File: src/rtl/greedy_budget_grid_selector_core_macros.svh
// Assertion macros used by the datapath RTL file.
`ifndef GREEDY_BUDGET_GRID_SELECTOR_CORE_MACROS_SVH
`define GREEDY_BUDGET_GRID_SELECTOR_CORE_MACROS_SVH
`ifndef ASSERT_OFF
`define GBGS_ASSERT_IMP(lbl, clk, rstn, ante, cons) \
    lbl: assert property (@(posedge clk) disable iff (!rstn) (ante) |-> (cons)) \
        else $error("%m: check failed");
`define GBGS_ASSERT_NXT(lbl, clk, rstn, ante, cons) \
    lbl: assert property (@(posedge clk) disable iff (!rstn) (ante) |=> (cons)) \
        else $error("%m: check failed");
`else
`define GBGS_ASSERT_IMP(lbl, clk, rstn, ante, cons)
`define GBGS_ASSERT_NXT(lbl, clk, rstn, ante, cons)
`endif
`endif

File: src/rtl/gbgs_pkg.sv
`default_nettype none
package gbgs_pkg;

    localparam int REWARD_W    = 16;
    localparam int TOTAL_W     = 26;
    localparam int BUDGET_W    = 20;
    localparam int ROW_CNT_W   = 4;
    localparam int COL_CNT_W   = 4;
    localparam int DEPTH_CNT_W = 5;
    localparam int CFG_ADDR_W  = 8;
    localparam int CFG_DATA_W  = 32;

    localparam int DEF_MAX_ROWS    = 8;
    localparam int DEF_MAX_COLS    = 8;
    localparam int DEF_MAX_DEPTH   = 16;
    localparam int DEF_REWARD_BITS = 16;

    localparam logic [TOTAL_W-1:0]     TOTAL_MAX       = '1;
    localparam logic [ROW_CNT_W-1:0]   ROW_CNT_RESET   = 4'd8;
    localparam logic [COL_CNT_W-1:0]   COL_CNT_RESET   = 4'd8;
    localparam logic [DEPTH_CNT_W-1:0] DEPTH_CNT_RESET = 5'd16;

    typedef enum logic [CFG_ADDR_W-1:0] {
        CFG_ROW_COUNT    = 8'd0,
        CFG_COL_COUNT    = 8'd1,
        CFG_DEPTH_COUNT  = 8'd2,
        CFG_START_BUDGET = 8'd3
    } cfg_reg_t;

    typedef struct packed {
        logic [REWARD_W-1:0] reward;
        logic                last;
    } in_item_t;

    typedef struct packed {
        logic [TOTAL_W-1:0]  total_reward;
        logic [BUDGET_W-1:0] total_cost;
    } out_item_t;

    typedef struct packed {
        logic load;
        logic sel_init;
        logic scan_init;
        logic total_clear;
        logic k_from_reach;
        logic k_zero;
        logic k_inc;
        logic cell_next;
        logic cand_cmp;
        logic commit;
        logic budget_clear;
        logic sum_add;
        logic out_load;
        logic clear_step;
    } dp_cmd_t;

    typedef struct packed {
        logic k_end;
        logic k_past;
        logic cell_last;
        logic found;
        logic budget_zero;
        logic out_busy;
        logic clear_last;
    } dp_sts_t;

endpackage
`default_nettype wire

File: src/rtl/gbgs_controller.sv
`default_nettype none
module gbgs_controller
    import gbgs_pkg::*;
(
    input  wire logic    aclk,
    input  wire logic    aresetn,
    input  wire logic    s_valid,
    input  wire logic    s_last,
    output logic         s_ready,
    input  wire dp_sts_t sts,
    output dp_cmd_t      cmd
);

    typedef enum logic [4:0] {
        ST_CLEAR,
        ST_LOAD,
        ST_SEL_INIT,
        ST_ROUND_CHK,
        ST_ROUND_INIT,
        ST_CELL_RD,
        ST_CELL_K,
        ST_CAND_CHK,
        ST_CAND_MUL,
        ST_CAND_CMP,
        ST_ROUND_END,
        ST_SUM_INIT,
        ST_SUM_RD,
        ST_SUM_K,
        ST_SUM_CHK,
        ST_SUM_ADD,
        ST_OUT
    } state_t;

    state_t state_reg;
    state_t state_next;

    always_comb begin
        state_next = state_reg;
        cmd        = '0;
        s_ready    = 1'b0;
        case (state_reg)
            ST_CLEAR: begin
                cmd.clear_step = 1'b1;
                if (sts.clear_last) begin
                    state_next = ST_LOAD;
                end
            end
            ST_LOAD: begin
                s_ready = 1'b1;
                if (s_valid) begin
                    cmd.load = 1'b1;
                    if (s_last) begin
                        state_next = ST_SEL_INIT;
                    end
                end
            end
            ST_SEL_INIT: begin
                cmd.sel_init = 1'b1;
                state_next   = ST_ROUND_CHK;
            end
            ST_ROUND_CHK: begin
                state_next = sts.budget_zero ? ST_SUM_INIT : ST_ROUND_INIT;
            end
            ST_ROUND_INIT: begin
                cmd.scan_init = 1'b1;
                state_next    = ST_CELL_RD;
            end
            ST_CELL_RD: begin
                state_next = ST_CELL_K;
            end
            ST_CELL_K: begin
                cmd.k_from_reach = 1'b1;
                state_next       = ST_CAND_CHK;
            end
            ST_CAND_CHK: begin
                if (!sts.k_end) begin
                    state_next = ST_CAND_MUL;
                end else if (sts.cell_last) begin
                    state_next = ST_ROUND_END;
                end else begin
                    cmd.cell_next = 1'b1;
                    state_next    = ST_CELL_RD;
                end
            end
            ST_CAND_MUL: begin
                state_next = ST_CAND_CMP;
            end
            ST_CAND_CMP: begin
                cmd.cand_cmp = 1'b1;
                cmd.k_inc    = 1'b1;
                state_next   = ST_CAND_CHK;
            end
            ST_ROUND_END: begin
                if (sts.found) begin
                    cmd.commit = 1'b1;
                    state_next = ST_ROUND_CHK;
                end else begin
                    cmd.budget_clear = 1'b1;
                    state_next       = ST_SUM_INIT;
                end
            end
            ST_SUM_INIT: begin
                cmd.scan_init   = 1'b1;
                cmd.total_clear = 1'b1;
                state_next      = ST_SUM_RD;
            end
            ST_SUM_RD: begin
                state_next = ST_SUM_K;
            end
            ST_SUM_K: begin
                cmd.k_zero = 1'b1;
                state_next = ST_SUM_CHK;
            end
            ST_SUM_CHK: begin
                if (!sts.k_past) begin
                    state_next = ST_SUM_ADD;
                end else if (sts.cell_last) begin
                    state_next = ST_OUT;
                end else begin
                    cmd.cell_next = 1'b1;
                    state_next    = ST_SUM_RD;
                end
            end
            ST_SUM_ADD: begin
                cmd.sum_add = 1'b1;
                cmd.k_inc   = 1'b1;
                state_next  = ST_SUM_CHK;
            end
            ST_OUT: begin
                if (!sts.out_busy) begin
                    cmd.out_load = 1'b1;
                    state_next   = ST_CLEAR;
                end
            end
            default: begin
                state_next = ST_CLEAR;
            end
        endcase
    end

    always_ff @(posedge aclk) begin
        if (!aresetn) begin
            state_reg <= ST_CLEAR;
        end else begin
            state_reg <= state_next;
        end
    end

endmodule
`default_nettype wire

File: config.mk
export PLATFORM = sky130hd
export DESIGN_NAME = gbgs_controller
export DESIGN_NICKNAME = d
export VERILOG_FILES = /design/src/rtl/greedy_budget_grid_selector_core_macros.svh /design/src/rtl/gbgs_pkg.sv /design/src/rtl/gbgs_controller.sv
export SDC_FILE = /design/constraint.sdc
export NUM_CORES = 1
export LEC_CHECK = 0
export ABC_CLOCK_PERIOD_IN_PS = 1900
export BUFFER_PORTS_ARGS = -buffer_cell sky130_fd_sc_hd__buf_2
export CAP_MARGIN = 5
export CORE_MARGIN = 2
export CORE_UTILIZATION = 34
export DETAILED_ROUTE_END_ITERATION = 8
export SLEW_MARGIN = 20
export SYNTH_ARGS = -nofsm -noshare
export SYNTH_HDL_FRONTEND = slang
export SYNTH_SLANG_ARGS = --single-unit
File: constraint.sdc
create_clock -name aclk -period 1.9 [get_ports aclk]
set_clock_uncertainty 0.15 [all_clocks]
set_input_delay 0 -clock aclk [delete_from_list [all_inputs] [get_ports aclk]]
set_output_delay 0 -clock aclk [all_outputs]
set_load 0.01 [all_outputs]
Word level (Yosys, flattened, before mapping). Index checks and enable logic that the tools add are counted.

Reduce and logical (&&, ||, !) cells: 6. Magnitude comparators: 0. Div/mod/pow operators: 0. Equality and inequality tests: 20. Muxes and demuxes: 32. Shift operators: 0. Bitwise gates (word level): 0. Multipliers: 0. Add/subtract/negate cells: 0.

Operators with widths (number): 5-bit one-hot mux with 15 select lines (1); 5-bit by 4-bit equality test with 1-bit output, second input constant (8); 5-bit two-way mux (7); 5-bit by 3-bit equality test with 1-bit output, second input constant (4); 1-bit two-way mux (19); 4-bit two-way mux (3); 5-bit by 2-bit equality test with 1-bit output, second input constant (2); 2-bit inequality test, second input constant (4); 2-bit OR reduction (4); 5-bit by 1-bit equality test with 1-bit output, second input constant (1); 5-bit equality test, second input constant (1); 5-bit logical NOT (1); 4-bit AND reduction (1); 2-bit two-way mux (1); 1-bit one-hot mux with 2 select lines (1).

Register bits after elaboration: 5. Logic and storage cells: 59. RAM bits: 0. Memories: 0. ROM bits: 0. Bits of input ports: 11. Bits in latches: 0.

Depth between registers and ports, before layout.
Word-level depth: 3. Gate-level depth with buffers: 6. Gate-level depth less buffers: 4.

Least setup slack after synthesis. OpenSTA, ideal clock, no wires.

Path type: reg2reg. Start: register state_reg[2]. End: register state_reg[2]. Data required time: 1.625 ns. Buffers on the path: 1. Setup slack: 0.513 ns. Stages on the path, launching flop included: 6. Arrival: 1.112 ns. Cells stage by stage: dfxtp_1 > buf_4 > nor2b_1 > a31oi_1 > nor3_1 > o41a_1.

Word-level cells in the longest chain between the ends: 3. Elaborated cells between the ends (all ways): 25. Those cells by class: eq/ne: 20; mux: 1; reduce/logical: 4.

RTL lines: from (decl) (line gbgs_controller.sv:34) `state_t state_reg;`; from (signal assigned) (line gbgs_controller.sv:145) `state_reg <= state_next;`; 5-bit by 4-bit equality test with 1-bit output (tied with other cells) (line gbgs_controller.sv:41) `case (state_reg)`; 2-bit OR reduction (no source line) or 2-bit inequality test (tied branches); 5-bit one-hot mux with 15 select lines or 4-bit AND reduction (tied branches).

Several ways; a longest one is shown, not always the timed one. A chain may end at the register's enable or synchronous reset.

==> out/metrics.cfg <==
[layout]
fin_nets = 131
mostFrequentLayoutCells = 25 x buf_2, 13 x nor2_1, 6 x a21oi_1
diodes = 0
regArea_sq_um = 105
drive_above_1_share = 0.361
areaGrowthSynthToFinish_pct = 38.8
layout_commonest_cell = buf_2
final_util = 0.493
multi_input_area_sq_um = 443
final_cells = 144
nFillCells = 169
largest_reg_flops = 5

[clocking]
clock_latency_ns = 0.25
cts_tree = done
post_cts_buffers = 0
cts.sinks = 5
numCtsBuffers = 3
clkTransAtPathRegs_ns = 0.05
clk_path_buf_depth = 2
htreeDepth = 1
clock-root-buffer = clkbuf_4

[yosys]
netlist_area_sq_um = 607
synth_edf_count = 0
netlist-cell-type-count = 36
synth-compound-area-share = 0.200
synthMuxAreaShare = 0.0186
ys_seq_elements = 5
synthAdderAreaFrac = 0
synth_flop_cell = dfxtp_1
syn_inst = 87
synthSimpleGateAreaFrac = 0.511
synthesis.nets = 98
synthXorXnorAreaFrac = 0
synth_top_family_by_area = simple AND/OR/NAND/NOR gates
avgSynthCellArea_sq_um = 6.98
yosysWarnings = 0
synth_seq_area_share = 0.165
async_flop_share = 0

[drt]
drt_iter0_markers = 31
num_vias = 742
vias_per_cell = 5.15
drtPass1Iterations = 4
wl_mm = 1.70
ant_nets = 0
wl_per_cell_um = 11.8
drc_errors = 0

[place]
placed_cells = 135
place_congestion = 0.749
hpwlAfterDp_mm = 1.24
portBuffers = 25

[setup_path]
worstSetupStartpointType = flop
path_class = flop to primary output
cp_max_fo = 11
worstPathRequired_ns = 1.75
worst_setup_path_end_kind = primary output
crit_arrival_ns = 1.58

[floorplanning]
start_util = 0.355
dieWidth_um = 46.2
pin_count = 26
core_region_area_sq_um = 1710
row_count = 15
die_h_um = 46.2
die_area_sq_um = 2140

[timing]
max_freq_ghz = 0.579
rsz0062_at_grt = false
drv_slew = 0
final_hold_viol_count = 1
tns_ns = 0
max_slew.worst_pin.slew_ns = 0.455
relSlewSlack = 0.694
fin_crit_sh = 0.909
setup_viol = 0
fin_crit_ns = 1.73
whs_ns = -0.0163

[status]
status = finished with violations
violations = hold timing

[global_route]
grt_pass1_wl_mm = 2.75
antenna_found_initial = 0
grt_usage = 0.177
overflow = 0
grt_pass1_vias = 624
grt_max_degree = 15

[power_and_ir_drop]
ir_drop_v = 0.000439
p_leak_nw = 0.382
p_total_uw = 597
p_per_area_nw_per_um2 = 709

[flow_run]
cap_violations = 0

[hold_path]
hold_path.class = input pin to flop

critical path, stage by stage, from the launching register on:
cell	delay (ns)
dfxtp_2	0.44
or3b_4	0.43
nor2_1	0.14
a21oi_1	0.08
nor2_1	0.10
buf_2	0.13
cell type report:
cell class                      count  area share
Clock buffer                        4      0.0312
Inverter                            3      0.0134
Multi-Input combinational cell     72       0.526
Sequential cell                     5       0.125
Tap cell                           25      0.0371
Timing Repair Buffer               35       0.267
metrics by stage:
stage | setup slack [ns] | area [sq um]
after floorplan | 0.513 | 607
after global placement | 0.193 | 761
after detailed placement | 0.201 | 761
after CTS | 0.0560 | 837
after global routing | 0.0232 | 842
final | 0.173 | 842
final timing paths:
path	start	end	slack, ns	depth (start not counted)
min	s_valid	state_reg[1]	-0.02	4
min reg2reg	state_reg[4]	state_reg[4]	0.61	3
max	state_reg[3]	cmd[6]	0.17	5
max reg2reg	state_reg[2]	state_reg[2]	0.32	4
cell families after synthesis:
logic type	after synthesis
and+or+nand+nor	53
buffers and inverters	10
muxes	1
DFF	5
AOI/OAI and AO/OA	18
metal layers:
| metal | wire [um] | GRT usage | vias to the layer above |
|---|---|---|---|
| met4 | 19 | 0.0686 | 0 |
| met5 | 0 | 0 | - |
| met1 | 828 | 0.244 | 324 |
| met2 | 722 | 0.275 | 35 |
| met3 | 127 | 0.0235 | 4 |
| li1 | - | - | 379 |
synth_stat cells (2+ instances only):
master | instances | share of area
nand3b_1 | 3 | 0.037
nor3_1 | 5 | 0.041
and2_1 | 2 | 0.021
nor3_2 | 2 | 0.033
nand2b_1 | 2 | 0.021
nor2_1 | 13 | 0.080
buf_6 | 2 | 0.037
a21oi_1 | 6 | 0.049
a31oi_1 | 2 | 0.021
buf_4 | 2 | 0.025
nor4_1 | 3 | 0.031
o21ai_1 | 2 | 0.016
inv_1 | 3 | 0.019
nor3b_1 | 5 | 0.062
nand2_1 | 4 | 0.025
nand3_1 | 5 | 0.041
buf_2 | 3 | 0.025
dfxtp_1 | 5 | 0.16
report_power, final:
| group | total [mW] | internal, mW | switching, mW |
|---|---|---|---|
| Sequential | 0.182 | 0.125 | 0.0568 |
| Clock | 0.131 | 0.0799 | 0.0511 |
| Combinational | 0.284 | 0.143 | 0.141 |
| Total | 0.597 | 0.347 | 0.249 |
timing repair:
| action | 4_1_cts | 5_1_grt |
|---|---|---|
| hold buffers | 5 | 0 |
| hold endpoints to repair | 4 | 0 |
| endpoints found under the setup margin | 0 | 3 |
| resized for setup | 0 | 4 |
(Power assumes the default switching activity.)
